===== src/design/swmv_pkg.sv =====
// shared constants and width helpers for the sliding window mean and variance block
`timescale 1ns / 1ps
`default_nettype none

package swmv_pkg;

   // defaults for the top level parameters
   localparam int DEF_MAX_WINDOW  = 64;
   localparam int DEF_SAMPLE_BITS = 16;

   // window length register
   localparam int CFG_W          = 7;
   localparam int MIN_WINDOW     = 2;
   localparam int RESET_WINDOW   = 8;

   // result and queue sizing
   localparam int VAR_W          = 31;
   localparam int QUEUE_DEPTH    = 2;

   // signed running sum of up to max_window samples
   function automatic int sum_width(input int max_window, input int sample_bits);
      return sample_bits + $clog2(max_window) + 1;
   endfunction

   // unsigned running sum of squares
   function automatic int sq_width(input int max_window, input int sample_bits);
      return 2 * sample_bits + $clog2(max_window);
   endfunction

   // bit count rounded up to whole bytes
   function automatic int byte_width(input int bits);
      return ((bits + 7) / 8) * 8;
   endfunction

endpackage

`default_nettype wire


===== src/design/swmv_ram.sv =====
// generic single write port ram with registered read
`timescale 1ns / 1ps
`default_nettype none

module swmv_ram #(
   parameter int WIDTH = 16,
   parameter int DEPTH = 64
) (
   input  wire logic                       clock,
   input  wire logic                       wr_en,
   input  wire logic [$clog2(DEPTH)-1:0]   wr_addr,
   input  wire logic [WIDTH-1:0]           wr_data,
   input  wire logic                       rd_en,
   input  wire logic [$clog2(DEPTH)-1:0]   rd_addr,
   output logic      [WIDTH-1:0]           rd_data
);

   logic [WIDTH-1:0] mem_ff [DEPTH];
   logic [WIDTH-1:0] rd_data_ff;

   always_ff @(posedge clock) begin
      if (wr_en) begin
         mem_ff[wr_addr] <= wr_data;
      end
      if (rd_en) begin
         rd_data_ff <= mem_ff[rd_addr];
      end
   end

   assign rd_data = rd_data_ff;

endmodule

`default_nettype wire


===== src/design/swmv_queue.sv =====
// small fifo between the window front end and the divider back end
`timescale 1ns / 1ps
`default_nettype none

module swmv_queue #(
   parameter int WIDTH = 32,
   parameter int DEPTH = 2
) (
   input  wire logic             clock,
   input  wire logic             reset,
   input  wire logic             push_valid,
   output logic                  push_ready,
   input  wire logic [WIDTH-1:0] push_data,
   output logic                  pop_valid,
   input  wire logic             pop_ready,
   output logic      [WIDTH-1:0] pop_data
);

   localparam int AW = (DEPTH > 1) ? $clog2(DEPTH) : 1;
   localparam int CW = $clog2(DEPTH + 1);

   logic [WIDTH-1:0] slot_ff [DEPTH];
   logic [AW-1:0]    wr_ptr_ff;
   logic [AW-1:0]    rd_ptr_ff;
   logic [CW-1:0]    count_ff;
   logic             do_push;
   logic             do_pop;

   assign push_ready = (count_ff != CW'(DEPTH));
   assign pop_valid  = (count_ff != '0);
   assign pop_data   = slot_ff[rd_ptr_ff];
   assign do_push    = push_valid && push_ready;
   assign do_pop     = pop_valid && pop_ready;

   always_ff @(posedge clock) begin
      if (do_push) begin
         slot_ff[wr_ptr_ff] <= push_data;
      end
      if (reset) begin
         wr_ptr_ff <= '0;
         rd_ptr_ff <= '0;
         count_ff  <= '0;
      end else begin
         if (do_push) begin
            wr_ptr_ff <= (wr_ptr_ff == AW'(DEPTH - 1)) ? '0 : AW'(wr_ptr_ff + 1'b1);
         end
         if (do_pop) begin
            rd_ptr_ff <= (rd_ptr_ff == AW'(DEPTH - 1)) ? '0 : AW'(rd_ptr_ff + 1'b1);
         end
         if (do_push && !do_pop) begin
            count_ff <= CW'(count_ff + 1'b1);
         end else if (do_pop && !do_push) begin
            count_ff <= CW'(count_ff - 1'b1);
         end
      end
   end

endmodule

`default_nettype wire


===== src/design/swmv_front.sv =====
// window front end: takes samples, keeps the ring and the running sums
`timescale 1ns / 1ps
`default_nettype none

module swmv_front import swmv_pkg::*; #(
   parameter int MAX_WINDOW  = DEF_MAX_WINDOW,
   parameter int SAMPLE_BITS = DEF_SAMPLE_BITS
) (
   input  wire logic                   clock,
   input  wire logic                   reset,
   input  wire logic                   csr_wen,
   input  wire logic [CFG_W-1:0]       csr_wdata,
   input  wire logic                   in_valid,
   output logic                        in_ready,
   input  wire logic [SAMPLE_BITS-1:0] in_sample,
   input  wire logic                   in_start,
   output logic                        job_valid,
   input  wire logic                   job_ready,
   output logic [CFG_W + sq_width(MAX_WINDOW, SAMPLE_BITS)
                 + sum_width(MAX_WINDOW, SAMPLE_BITS) - 1:0] job_data
);

   localparam int SUM_W = sum_width(MAX_WINDOW, SAMPLE_BITS);
   localparam int SQ_W  = sq_width(MAX_WINDOW, SAMPLE_BITS);
   localparam int PTR_W = $clog2(MAX_WINDOW);
   localparam int PR_W  = 2 * SAMPLE_BITS;

   typedef enum logic [1:0] {
      F_IDLE,
      F_SQUARE,
      F_UPDATE
   } front_state_type;

   front_state_type           state_ff;
   logic [CFG_W-1:0]          p_ff;
   logic [PTR_W-1:0]          ptr_ff;
   logic [CFG_W-1:0]          fill_ff;
   logic signed [SUM_W-1:0]   sum_ff;
   logic [SQ_W-1:0]           sq_ff;
   logic signed [SAMPLE_BITS-1:0] sample_ff;
   logic signed [SAMPLE_BITS-1:0] old_ff;
   logic                      full_ff;
   logic [PR_W-1:0]           old_sq_ff;
   logic [PR_W-1:0]           new_sq_ff;

   logic [CFG_W-1:0]          p_in;
   logic                      accept;
   logic [PTR_W-1:0]          base_ptr;
   logic [PTR_W-1:0]          rd_addr;
   logic [PTR_W:0]            ptr_inc;
   logic [PTR_W-1:0]          ptr_in;
   logic [CFG_W-1:0]          fill_in;
   logic                      emit;
   logic                      advance;
   logic signed [SUM_W-1:0]   sum_in;
   logic [SQ_W-1:0]           sq_in;
   logic [SAMPLE_BITS-1:0]    ram_rdata;
   logic signed [PR_W-1:0]    old_ext;
   logic signed [PR_W-1:0]    new_ext;

   // clamp of the written window length
   always_comb begin
      if (csr_wdata < CFG_W'(MIN_WINDOW)) begin
         p_in = CFG_W'(MIN_WINDOW);
      end else if (32'(csr_wdata) > MAX_WINDOW) begin
         p_in = CFG_W'(MAX_WINDOW);
      end else begin
         p_in = csr_wdata;
      end
   end

   assign in_ready = (state_ff == F_IDLE);
   assign accept   = in_valid && in_ready;

   // slot for this sample, after a start clear and the wrap at p
   assign base_ptr = in_start ? '0 : ptr_ff;
   assign rd_addr  = (32'(base_ptr) >= 32'(p_ff)) ? '0 : base_ptr;

   assign ptr_inc  = {1'b0, ptr_ff} + 1'b1;
   assign ptr_in   = (32'(ptr_inc) >= 32'(p_ff)) ? '0 : ptr_inc[PTR_W-1:0];
   assign fill_in  = full_ff ? fill_ff : CFG_W'(fill_ff + 1'b1);
   assign emit     = (fill_in >= p_ff);
   assign advance  = (state_ff == F_UPDATE) && (!emit || job_ready);

   assign sum_in = sum_ff - (full_ff ? SUM_W'(old_ff) : '0) + SUM_W'(sample_ff);
   assign sq_in  = sq_ff - (full_ff ? SQ_W'(old_sq_ff) : '0) + SQ_W'(new_sq_ff);

   assign old_ext = PR_W'($signed(ram_rdata));
   assign new_ext = PR_W'(sample_ff);

   assign job_valid = (state_ff == F_UPDATE) && emit;
   assign job_data  = {p_ff, sq_in, sum_in};

   swmv_ram #(
      .WIDTH (SAMPLE_BITS),
      .DEPTH (MAX_WINDOW)
   ) u_ring (
      .clock   (clock),
      .wr_en   (advance),
      .wr_addr (ptr_ff),
      .wr_data (sample_ff),
      .rd_en   (accept),
      .rd_addr (rd_addr),
      .rd_data (ram_rdata)
   );

   always_ff @(posedge clock) begin
      if (reset) begin
         state_ff <= F_IDLE;
         p_ff     <= CFG_W'(RESET_WINDOW);
         ptr_ff   <= '0;
         fill_ff  <= '0;
         sum_ff   <= '0;
         sq_ff    <= '0;
         full_ff  <= 1'b0;
      end else if (csr_wen) begin
         p_ff    <= p_in;
         ptr_ff  <= '0;
         fill_ff <= '0;
         sum_ff  <= '0;
         sq_ff   <= '0;
      end else begin
         unique case (state_ff)
            F_IDLE: begin
               if (accept) begin
                  sample_ff <= in_sample;
                  ptr_ff    <= rd_addr;
                  if (in_start) begin
                     fill_ff <= '0;
                     sum_ff  <= '0;
                     sq_ff   <= '0;
                     full_ff <= 1'b0;
                  end else begin
                     full_ff <= (fill_ff >= p_ff);
                  end
                  state_ff <= F_SQUARE;
               end
            end
            F_SQUARE: begin
               old_ff    <= $signed(ram_rdata);
               old_sq_ff <= PR_W'(old_ext * old_ext);
               new_sq_ff <= PR_W'(new_ext * new_ext);
               state_ff  <= F_UPDATE;
            end
            F_UPDATE: begin
               if (advance) begin
                  sum_ff   <= sum_in;
                  sq_ff    <= sq_in;
                  ptr_ff   <= ptr_in;
                  fill_ff  <= fill_in;
                  state_ff <= F_IDLE;
               end
            end
            default: begin
               state_ff <= F_IDLE;
            end
         endcase
      end
   end

endmodule

`default_nettype wire


===== src/design/swmv_back.sv =====
// back end: bit serial square and dividers, output register
`timescale 1ns / 1ps
`default_nettype none

module swmv_back import swmv_pkg::*; #(
   parameter int MAX_WINDOW  = DEF_MAX_WINDOW,
   parameter int SAMPLE_BITS = DEF_SAMPLE_BITS
) (
   input  wire logic  clock,
   input  wire logic  reset,
   input  wire logic  job_valid,
   output logic       job_ready,
   input  wire logic [CFG_W + sq_width(MAX_WINDOW, SAMPLE_BITS)
                      + sum_width(MAX_WINDOW, SAMPLE_BITS) - 1:0] job_data,
   output logic       rsp_tvalid,
   input  wire logic  rsp_tready,
   output logic [byte_width(SAMPLE_BITS + VAR_W)-1:0] rsp_tdata
);

   localparam int SUM_W  = sum_width(MAX_WINDOW, SAMPLE_BITS);
   localparam int SQ_W   = sq_width(MAX_WINDOW, SAMPLE_BITS);
   localparam int SSQ_W  = 2 * SUM_W;
   localparam int NUM_W  = SQ_W + CFG_W;
   localparam int NW     = (NUM_W > SSQ_W) ? NUM_W : SSQ_W;
   localparam int DEN_W  = 2 * CFG_W;
   localparam int STEPS  = (NUM_W > SUM_W) ? NUM_W : SUM_W;
   localparam int CNT_W  = $clog2(STEPS);
   localparam int RSP_W  = byte_width(SAMPLE_BITS + VAR_W);

   typedef enum logic [2:0] {
      B_IDLE,
      B_MUL,
      B_NUM,
      B_DIV,
      B_DONE
   } back_state_type;

   back_state_type          state_ff;
   logic [CNT_W-1:0]        cnt_ff;
   logic                    neg_ff;
   logic [CFG_W-1:0]        p_ff;
   logic [NUM_W-1:0]        psq_ff;
   logic [DEN_W-1:0]        den_ff;
   logic [SSQ_W-1:0]        sqa_ff;
   logic [SUM_W-1:0]        sqb_ff;
   logic [SSQ_W-1:0]        acc_ff;
   logic [CFG_W:0]          mrem_ff;
   logic [SUM_W-1:0]        mq_ff;
   logic [SAMPLE_BITS-1:0]  mean_ff;
   logic [DEN_W:0]          vrem_ff;
   logic [NUM_W-1:0]        vq_ff;
   logic                    rsp_valid_ff;
   logic [RSP_W-1:0]        rsp_data_ff;

   logic signed [SUM_W-1:0] job_sum;
   logic [SQ_W-1:0]         job_sq;
   logic [CFG_W-1:0]        job_p;
   logic [SUM_W-1:0]        job_mag;
   logic [CFG_W:0]          mrem_try;
   logic                    mge;
   logic [DEN_W:0]          vrem_try;
   logic                    vge;
   logic [NW-1:0]           diff;
   logic [SUM_W-1:0]        mean_full;
   logic                    load_out;

   assign job_sum = $signed(job_data[SUM_W-1:0]);
   assign job_sq  = job_data[SUM_W +: SQ_W];
   assign job_p   = job_data[SUM_W + SQ_W +: CFG_W];
   assign job_mag = job_sum[SUM_W-1] ? SUM_W'(-job_sum) : SUM_W'(job_sum);

   assign job_ready = (state_ff == B_IDLE);

   // restoring division steps, one quotient bit per cycle
   assign mrem_try = {mrem_ff[CFG_W-1:0], mq_ff[SUM_W-1]};
   assign mge      = (mrem_try >= {1'b0, p_ff});
   assign vrem_try = {vrem_ff[DEN_W-1:0], vq_ff[NUM_W-1]};
   assign vge      = (vrem_try >= {1'b0, den_ff});

   assign diff      = NW'(psq_ff) - NW'(acc_ff);
   assign mean_full = neg_ff ? SUM_W'(-mq_ff) : mq_ff;
   assign load_out  = (state_ff == B_DONE) && (!rsp_valid_ff || rsp_tready);

   assign rsp_tvalid = rsp_valid_ff;
   assign rsp_tdata  = rsp_data_ff;

   always_ff @(posedge clock) begin
      if (reset) begin
         state_ff     <= B_IDLE;
         cnt_ff       <= '0;
         rsp_valid_ff <= 1'b0;
      end else begin
         if (load_out) begin
            rsp_valid_ff <= 1'b1;
            rsp_data_ff  <= RSP_W'({VAR_W'(vq_ff), mean_ff});
         end else if (rsp_tready) begin
            rsp_valid_ff <= 1'b0;
         end

         unique case (state_ff)
            B_IDLE: begin
               if (job_valid) begin
                  neg_ff   <= job_sum[SUM_W-1];
                  p_ff     <= job_p;
                  psq_ff   <= NUM_W'(NUM_W'(job_p) * NUM_W'(job_sq));
                  den_ff   <= DEN_W'(DEN_W'(job_p) * DEN_W'(job_p - 1'b1));
                  sqa_ff   <= SSQ_W'(job_mag);
                  sqb_ff   <= job_mag;
                  acc_ff   <= '0;
                  mrem_ff  <= '0;
                  mq_ff    <= job_mag;
                  cnt_ff   <= '0;
                  state_ff <= B_MUL;
               end
            end
            B_MUL: begin
               // square by shift and add, mean quotient alongside
               if (sqb_ff[0]) begin
                  acc_ff <= acc_ff + sqa_ff;
               end
               sqa_ff  <= {sqa_ff[SSQ_W-2:0], 1'b0};
               sqb_ff  <= {1'b0, sqb_ff[SUM_W-1:1]};
               mrem_ff <= mge ? (mrem_try - {1'b0, p_ff}) : mrem_try;
               mq_ff   <= {mq_ff[SUM_W-2:0], mge};
               if (cnt_ff == CNT_W'(SUM_W - 1)) begin
                  cnt_ff   <= '0;
                  state_ff <= B_NUM;
               end else begin
                  cnt_ff <= CNT_W'(cnt_ff + 1'b1);
               end
            end
            B_NUM: begin
               mean_ff  <= mean_full[SAMPLE_BITS-1:0];
               vq_ff    <= diff[NUM_W-1:0];
               vrem_ff  <= '0;
               state_ff <= B_DIV;
            end
            B_DIV: begin
               vrem_ff <= vge ? (vrem_try - {1'b0, den_ff}) : vrem_try;
               vq_ff   <= {vq_ff[NUM_W-2:0], vge};
               if (cnt_ff == CNT_W'(NUM_W - 1)) begin
                  cnt_ff   <= '0;
                  state_ff <= B_DONE;
               end else begin
                  cnt_ff <= CNT_W'(cnt_ff + 1'b1);
               end
            end
            B_DONE: begin
               if (load_out) begin
                  state_ff <= B_IDLE;
               end
            end
            default: begin
               state_ff <= B_IDLE;
            end
         endcase
      end
   end

endmodule

`default_nettype wire


===== src/design/sliding_window_mean_variance.sv =====
// top level of the sliding window mean and sample variance block
`timescale 1ns / 1ps
`default_nettype none

// Sliding window mean and sample variance. Each input word carries one signed
// sample (tdata) and a start flag (tuser) that clears the window before the
// sample is taken. The block keeps the last P samples in a ring memory with a
// running sum and sum of squares; once P samples have arrived since the last
// clear, every sample yields one result word: mean = sum / P and variance =
// (P*sumsq - sum^2) / (P*(P-1)), both truncated toward zero. P is written on
// the csr port (2..MAX_WINDOW, clamped) and a write also clears the window;
// write it only while the block is idle. Reset sets P to 8. The front end
// takes one sample at a time through ring read, squaring and a sum update
// that waits on a full queue. The back end squares and divides bit serially
// to SUM_W = SAMPLE_BITS + clog2(MAX_WINDOW) + 1 and NUM_W = 2*SAMPLE_BITS +
// clog2(MAX_WINDOW) + 7 quotient bits and takes no new job until its result
// is loaded. A two entry queue and the output register let the front end
// keep accepting while results wait; no clearing pass is needed after reset.

module sliding_window_mean_variance import swmv_pkg::*; #(
   parameter int MAX_WINDOW  = DEF_MAX_WINDOW,
   parameter int SAMPLE_BITS = DEF_SAMPLE_BITS
) (
   input  wire logic                   clock,
   input  wire logic                   reset,
   // window length register
   input  wire logic                   csr_wen,
   input  wire logic [CFG_W-1:0]       csr_wdata,
   // sample words
   input  wire logic                   req_tvalid,
   output logic                        req_tready,
   input  wire logic [byte_width(SAMPLE_BITS)-1:0] req_tdata,  // sample
   input  wire logic                   req_tuser,                 // start_req
   // result words
   output logic                        rsp_tvalid,
   input  wire logic                   rsp_tready,
   output logic [byte_width(SAMPLE_BITS + VAR_W)-1:0] rsp_tdata // mean, variance
);

   localparam int JOB_W = CFG_W + sq_width(MAX_WINDOW, SAMPLE_BITS)
                          + sum_width(MAX_WINDOW, SAMPLE_BITS);

   // front end to queue
   logic             fj_valid;
   logic             fj_ready;
   logic [JOB_W-1:0] fj_data;
   // queue to back end
   logic             bj_valid;
   logic             bj_ready;
   logic [JOB_W-1:0] bj_data;

   swmv_front #(
      .MAX_WINDOW  (MAX_WINDOW),
      .SAMPLE_BITS (SAMPLE_BITS)
   ) u_front (
      .clock     (clock),
      .reset     (reset),
      .csr_wen   (csr_wen),
      .csr_wdata (csr_wdata),
      .in_valid  (req_tvalid),
      .in_ready  (req_tready),
      .in_sample (req_tdata[SAMPLE_BITS-1:0]),
      .in_start  (req_tuser),
      .job_valid (fj_valid),
      .job_ready (fj_ready),
      .job_data  (fj_data)
   );

   // window snapshots waiting for the dividers
   swmv_queue #(
      .WIDTH (JOB_W),
      .DEPTH (QUEUE_DEPTH)
   ) u_queue (
      .clock      (clock),
      .reset      (reset),
      .push_valid (fj_valid),
      .push_ready (fj_ready),
      .push_data  (fj_data),
      .pop_valid  (bj_valid),
      .pop_ready  (bj_ready),
      .pop_data   (bj_data)
   );

   swmv_back #(
      .MAX_WINDOW  (MAX_WINDOW),
      .SAMPLE_BITS (SAMPLE_BITS)
   ) u_back (
      .clock      (clock),
      .reset      (reset),
      .job_valid  (bj_valid),
      .job_ready  (bj_ready),
      .job_data   (bj_data),
      .rsp_tvalid (rsp_tvalid),
      .rsp_tready (rsp_tready),
      .rsp_tdata  (rsp_tdata)
   );

endmodule

`default_nettype wire

===== config.mk =====
export PLATFORM = sky130hd
export DESIGN_NAME = sliding_window_mean_variance
export DESIGN_NICKNAME = d
export VERILOG_FILES = /design/src/design/swmv_pkg.sv /design/src/design/swmv_ram.sv /design/src/design/swmv_queue.sv /design/src/design/swmv_front.sv /design/src/design/swmv_back.sv /design/src/design/sliding_window_mean_variance.sv
export SDC_FILE = /design/constraint.sdc
export NUM_CORES = 2
export LEC_CHECK = 0
export BUFFER_PORTS_ARGS = -buffer_cell sky130_fd_sc_hd__buf_4
export CAP_MARGIN = 20
export CORE_ASPECT_RATIO = 0.6
export CORE_UTILIZATION = 50
export DETAILED_ROUTE_END_ITERATION = 10
export PLACE_DENSITY = 0.68
export SYNTH_ARGS = -nofsm -noshare
export SYNTH_HDL_FRONTEND = slang
export SYNTH_SLANG_ARGS = --single-unit

===== constraint.sdc =====
create_clock -name clock -period 9.42 [get_ports clock]
set_clock_uncertainty 0.2 [all_clocks]
set_input_delay 0.471 -clock clock [delete_from_list [all_inputs] [get_ports clock]]
set_output_delay 0.471 -clock clock [all_outputs]
set_load 0.02 [all_outputs]

# Word-level counts from Yosys, hierarchy flattened
# Memories as Yosys holds them, arrays and structs flattened. A register that Yosys moved wholly into a read port is not among the register bits.
# Index checks and enable logic that the tools add are counted.
# totals
n_memories	2
word_cells	183
in_bits	29
ff_bits	528
ramBits	1160
# op_classes
add_sub_neg	18
magnitude_cmp	8
bitwise	2
mux	64
n_eq_ne	17
reduce_logical	38
mul	4
# memory_table
memory	depth	width	read_ports	rd_ports_with_merged_regs	write_ports	line	text
u_front.u_ring.mem_ff	64	16	1	1	1	swmv_ram.sv:18	logic [WIDTH-1:0] mem_ff [DEPTH];
u_queue.slot_ff	2	68	1	1	1	swmv_queue.sv:22	logic [WIDTH-1:0] slot_ff [DEPTH];
# ops
op	count
$pmux 46 s2	2
$mux 23	6
$mux 46	3
$pmux 23 s2	3
$mux 38	3
$pmux 45 s2	1
$pmux 38 s2	1
$mul 16x16->32	2
$mux 7	8
$mux 6	8
$add 46x46->46	1
$mul 7x38->45	1
$sub 45x45->45	1
$add 38x32->38	1
$sub 38x38->38	1
$mux 32	1
$pmux 14 s2	1
$pmux 7 s2	2
$add 23x23->23	1
$neg 23->23	1
$sub 23x23->23	1
$ge 7x7->1	3
$pmux 6 s3	1
$reduce_and 3->1	6
other kinds (44)	92

# Logic depth before layout (Yosys ltp)
# depth
word_depth	9
ltp_mapped	30
ltp_nobuf	26

# By module
# From an unflattened synthesis, not the netlist that was laid out.
# hier_totals
hier_cells	8140
hier_area_um2	103332.9
# modules_own_cells
mod	area_per_inst_um2	n_inst	cells_per_inst	seq_area_each_um2
swmv_ram	40045.9	1	1814	31230.0
swmv_front	29355.7	1	3221	4474.3
swmv_back	28718.8	1	2869	10139.7
swmv_queue	5212.5	1	236	4184.0

# Worst setup path after synthesis
# OpenSTA, ideal clock, no wires.
# synth_path
path_kind	register to register
from	reg u_front.fill_ff[2]
to	mem u_queue.slot_ff[0][0] (netlist name) (enable)
setup_slack_ns	0.419
t_arrival_ns	8.139
stages_incl_launch_ff	9
path_buffers	0
path_cell_list	dfxtp_1 -> nor2b_1 -> and3_1 -> nand3_1 -> xnor2_1 -> ha_1 -> o2111ai_1 -> o21a_1 -> nor4_1
# synth_via
elab_chain_cells	7
# synth_rtl
item	line	text
start, declared	swmv_front.sv:37	logic [CFG_W-1:0] fill_ff;
start signal, assigned	swmv_front.sv:150	fill_ff <= fill_in;
$add 7x1->7	swmv_front.sv:81	assign fill_in = full_ff ? fill_ff : CFG_W'(fill_ff + 1'b1);
$mux 7 (*)	swmv_front.sv:81	
$ge 7x7->1 (*)	swmv_front.sv:82	assign emit = (fill_in >= p_ff);
$logic_and 1x1->1 (*)	swmv_front.sv:91	assign job_valid = (state_ff == F_UPDATE) && emit;
$logic_and 1x1->1 (*)	swmv_queue.sv:32	assign do_push = push_valid && push_ready;
$mux 1 (*)	swmv_queue.sv:36	if (do_push) begin
$mux 1 (implied by the code) (*)	swmv_queue.sv:37	slot_ff[wr_ptr_ff] <= push_data;
end, declared	swmv_queue.sv:22	
# Every way passes the cells marked *; elsewhere a longest branch is shown, timed or not.

# Worst setup path after layout
# layout_path
from	reg u_front.sample_ff[11]
to	reg u_front.new_sq_ff[30] (data pin)
# layout_via
elab_chain_cells	1
# layout_rtl
item	line	text
start, declared	swmv_front.sv:40	logic signed [SAMPLE_BITS-1:0] sample_ff;
start signal, assigned	swmv_front.sv:126	sample_ff <= in_sample;
$mul 16x16->32	swmv_front.sv:142	new_sq_ff <= PR_W'(new_ext * new_ext);
end signal, assigned	swmv_front.sv:142	
end, declared	swmv_front.sv:44	logic [PR_W-1:0] new_sq_ff;
# Every way passes these cells.
# A chain may end at the register's enable or synchronous reset.

==> summary.txt <==
Status
  • Status: finished, violations left
  • Failing checks: design-rule violations

CTS
  • Setup bufs post-CTS: 0
  • Longest Clk Path Bufs: 4
  • CTS tree: yes
  • Sink Count: 1698
  • H-tree lvl count: 4
  • Reg clk slew, reported paths: 0.06 ns
  • Root buf cell: clkbuf_16
  • Cts bufs inserted: 168
  • Clock latency on the worst-skew pair: 0.85 ns

Power
  • Sequential share of power: 0.258
  • Leakage: 45.12 nW
  • Clock power frac: 0.169
  • Total power: 39.86 mW
  • NetSw: 17.11 mW
  • Sw Ratio: 0.4294
  • P per Cell Area: 353.0 nW/um2
  • VDD IR-drop max: 622.2 uV
  • Int Power: 22.74 mW
  • Combinational power share: 0.573

STA
  • Final worst path period need: 8.089 ns
  • Hold Vio Cnt, Final: 0
  • Final Max Tran Viols: 0
  • Final worst setup slack: 1.331 ns
  • Worst-margin pin slew: 1.220 ns
  • Fmax: 123.6 MHz
  • Setup TNS: 0 ns
  • Unrepaired setup endpoints after global routing: false
  • Tcrit/Tclk final: 0.8587
  • # setup viols final: 0
  • Rel. slew slack: 0.1804

Setup path
  • Max FO, Critical Path: 66
  • R2R setup slack: 1.33 ns
  • Crit path top cell by count: fa_1
  • Crit path capture type: flop
  • CP arrival: 8.40 ns
  • Critical Path Start Type: flop
  • Crit path largest cell delay: 0.80 ns
  • Crit path cell chain: buf_4 -> nand2_1 -> fa_1 -> inv_1 -> fa_1 -> fa_1 -> fa_1 -> fa_1 -> inv_1 -> fa_1 -> inv_1 -> ha_1 -> a2111oi_0 -> o21ai_0 -> o311a_1 -> or3_1 -> o211ai_1 -> o21ai_0 -> a21o_1 -> a21o_1 -> a21oi_1 -> o21bai_1 -> xor2_1
  • Crit-path leading delay family: adder cells
  • Crit path buffers/inverters: 4
  • Setup Crit Path Kind: flop to flop
  • Critical path required time: 9.73 ns
  • Slowest CP cell: edfxtp_1

Global routing
  • Initial antenna violation count: 19
  • Global route overflow: 0
  • Largest net degree at the start of global routing: 83
  • First-pass GRT wire length: 449.4 mm
  • Vias in the first global route: 68760
  • Total Routing Usage GR: 0.2932

Worst hold path
  • Hold Crit Class: input port to flop

Yosys
  • Area leader, netlist: edfxtp_1
  • Cell Area, Synth: 102400 um2
  • Top post-synthesis cells by count: edfxtp_1, inv_1, nand2_1
  • Library cells used by synthesis: 88
  • Post-synth EDFFs: 1599
  • Avg Cell Area, Syn: 11.57 um2
  • Top post-synthesis cells by area: edfxtp_1, fa_1, ha_1
  • Post-Synth Simple-Gate Area: 0.09463
  • Synth top area share: 0.4690
  • Async S/R FF share, synth: 0
  • Synth Area in XOR/XNOR: 0.02849
  • Combinational family with the most area after synthesis: adder cells
  • Post-synth top flop: edfxtp_1
  • Compound-Gate Fraction of Synth Area: 0.1050
  • Adder-Cell Fraction of Synth Area: 0.2035
  • Seq/Total Area, Yosys: 0.4883
  • Post-synthesis mux area share: 0.02019
  • Synthesized flop and latch total: 1698
  • Synthesis Warnings: 0
  • Count leader, synth: edfxtp_1
  • Syn Inst Count: 8850

Floorplan
  • Die Y: 352.5 um
  • Initial Utilization: 0.5038
  • DIE AREA: 206600 um2
  • Die width: 586.2 um
  • Ports: 79
  • Core ar.: 203200 um2
  • # rows: 128

Job
  • Max-capacitance violation count: 0

Placement
  • Dpl ws: 1.513 ns
  • Post-DP HPWL: 217.5 mm
  • IO Port Bufs: 77
  • Final GP Congestion: 0.9680

Detailed routing
  • Drt wl/cell: 25.53 um
  • DRT iter0 DRCs: 9399
  • Post-route ant nets: 0
  • Via count: 70530
  • Drc violations: 30
  • Routed wire length: 302.7 mm
  • DR vias/cell: 5.949
  • Initial DRT Pass Iterations: 11

Finish
  • Share of cells above drive strength 1: 0.07735
  • Nets@finish: 10250
  • Fill count: 16960
  • Area Overhead vs Synth: 10.27%
path summary, 6_finish.rpt:
kind / from / end / depth (start not counted)
worst min-delay path: csr_wdata[5] / u_front.p_ff[0] / 5
worst max register to register: u_front.sample_ff[11] / u_front.new_sq_ff[30] / 23
worst min register to register: u_back.mean_ff[2] / u_back.rsp_tdata[2] / 0
worst max-delay path: u_front.sample_ff[11] / u_front.new_sq_ff[30] / 23
placed cells by master, fill, tap and decap left out, drive strengths merged, types with 104 or more instances in the layout:
cell type,synthesis,final
ha,473,473
a21o,216,216
and2,156,156
clkbuf,277,200
o22ai,110,110
buf,67,278
nor3,104,104
a21oi,440,440
fa,745,745
a31oi,120,120
nand2,885,885
inv,1259,1265
o221ai,116,116
mux2i,130,130
xor2,117,117
xnor2,216,216
edfxtp,1599,1599
nor2,597,597
o21ai,245,245
state kept, by name, summed over array words and instances, names as in the netlist, 7 cells and up, named ones only:
register	flops
u_front.u_ring.rd_data	16
u_front.p_ff	7
u_back.vrem_ff	14
u_front.new_sq_ff	31
u_back.psq_ff	45
u_back.den_ff	13
u_back.sqa_ff	45
u_back.rsp_tdata	47
u_front.fill_ff	7
u_front.old_sq_ff	31
u_queue.slot_ff	136
u_back.mq_ff	23
u_front.sample_ff	16
u_back.sqb_ff	23
u_back.mean_ff	16
u_front.sq_ff	38
u_back.acc_ff	45
u_back.vq_ff	45
u_front.sum_ff	23
u_front.old_ff	15
u_back.mrem_ff	7
u_front.u_ring.mem_ff	1024
metrics by stage:
stage,cells,util,hold WS [ns],instance area (um2)
2_1_floorplan,8864,-,0.2003,102400
3_3_place_gp,11510,0.5265,0.2101,107000
3_5_place_dp,11520,0.5268,0.2045,107100
4_1_cts,11830,0.5542,0.06150,112600
5_1_grt,11850,0.5554,0.1538,112900
6_report,11860,0.5555,0.1137,112900
power by group through the flow:
stage / Combinational [mW] / Sequential (mW) / Clock, mW
2_1_floorplan: 16.2 / 10.3 / 0
3_3_place_gp: 21.8 / 10.4 / 0
3_5_place_dp: 22.3 / 10.4 / 0
4_1_cts: 22.4 / 10.3 / 6.79
5_1_grt: 25.3 / 10.3 / 7.07
6_report: 22.8 / 10.3 / 6.73
cell families after synthesis:
family | Yosys count
fa+ha+maj | 1218
compound gates | 1641
mux | 187
flops | 1698
other cells | 2
buf+inv | 1609
xor+xnor | 333
simple gates | 2162
tightest hold or removal path: cells and delay by family:
kind                   cells  cell delay [ns]
buffers and inverters      1             0.11
AND/OR/NAND/NOR            3             0.39
AO/OA/AOI/OAI              1             0.10
layout make-up:
type | count | area (um2) | share of cell area
Antenna cell | 11 | 27.53 | 0.0002438
Clock buffer | 198 | 4369 | 0.03870
Clock inverter | 89 | 919.6 | 0.008146
Inverter | 1265 | 4748 | 0.04206
Multi-Input combinational cell | 5557 | 46740 | 0.4140
Sequential cell | 1698 | 50000 | 0.4429
Tap cell | 2730 | 3416 | 0.03025
Timing Repair Buffer | 308 | 2675 | 0.02369
per-layer routing:
metal / part of all wire / up-vias / global-route usage / routed length, um
li1: - / 30870 / - / -
met1: 0.46 / 35280 / 0.4724 / 139400
met2: 0.37 / 3985 / 0.3668 / 112800
met3: 0.15 / 378 / 0.1138 / 45190
met4: 0.016 / 12 / 0.05138 / 4987
met5: 0.0013 / - / 0.01066 / 379
timing repair:
| action | CTS | global route |
|---|---|---|
| endpoints found under the hold margin | 38 | 0 |
| hold buffers | 28 | 0 |
| gates resized for setup | 0 | 0 |
Note: power is estimated with default switching activity, not from simulation.
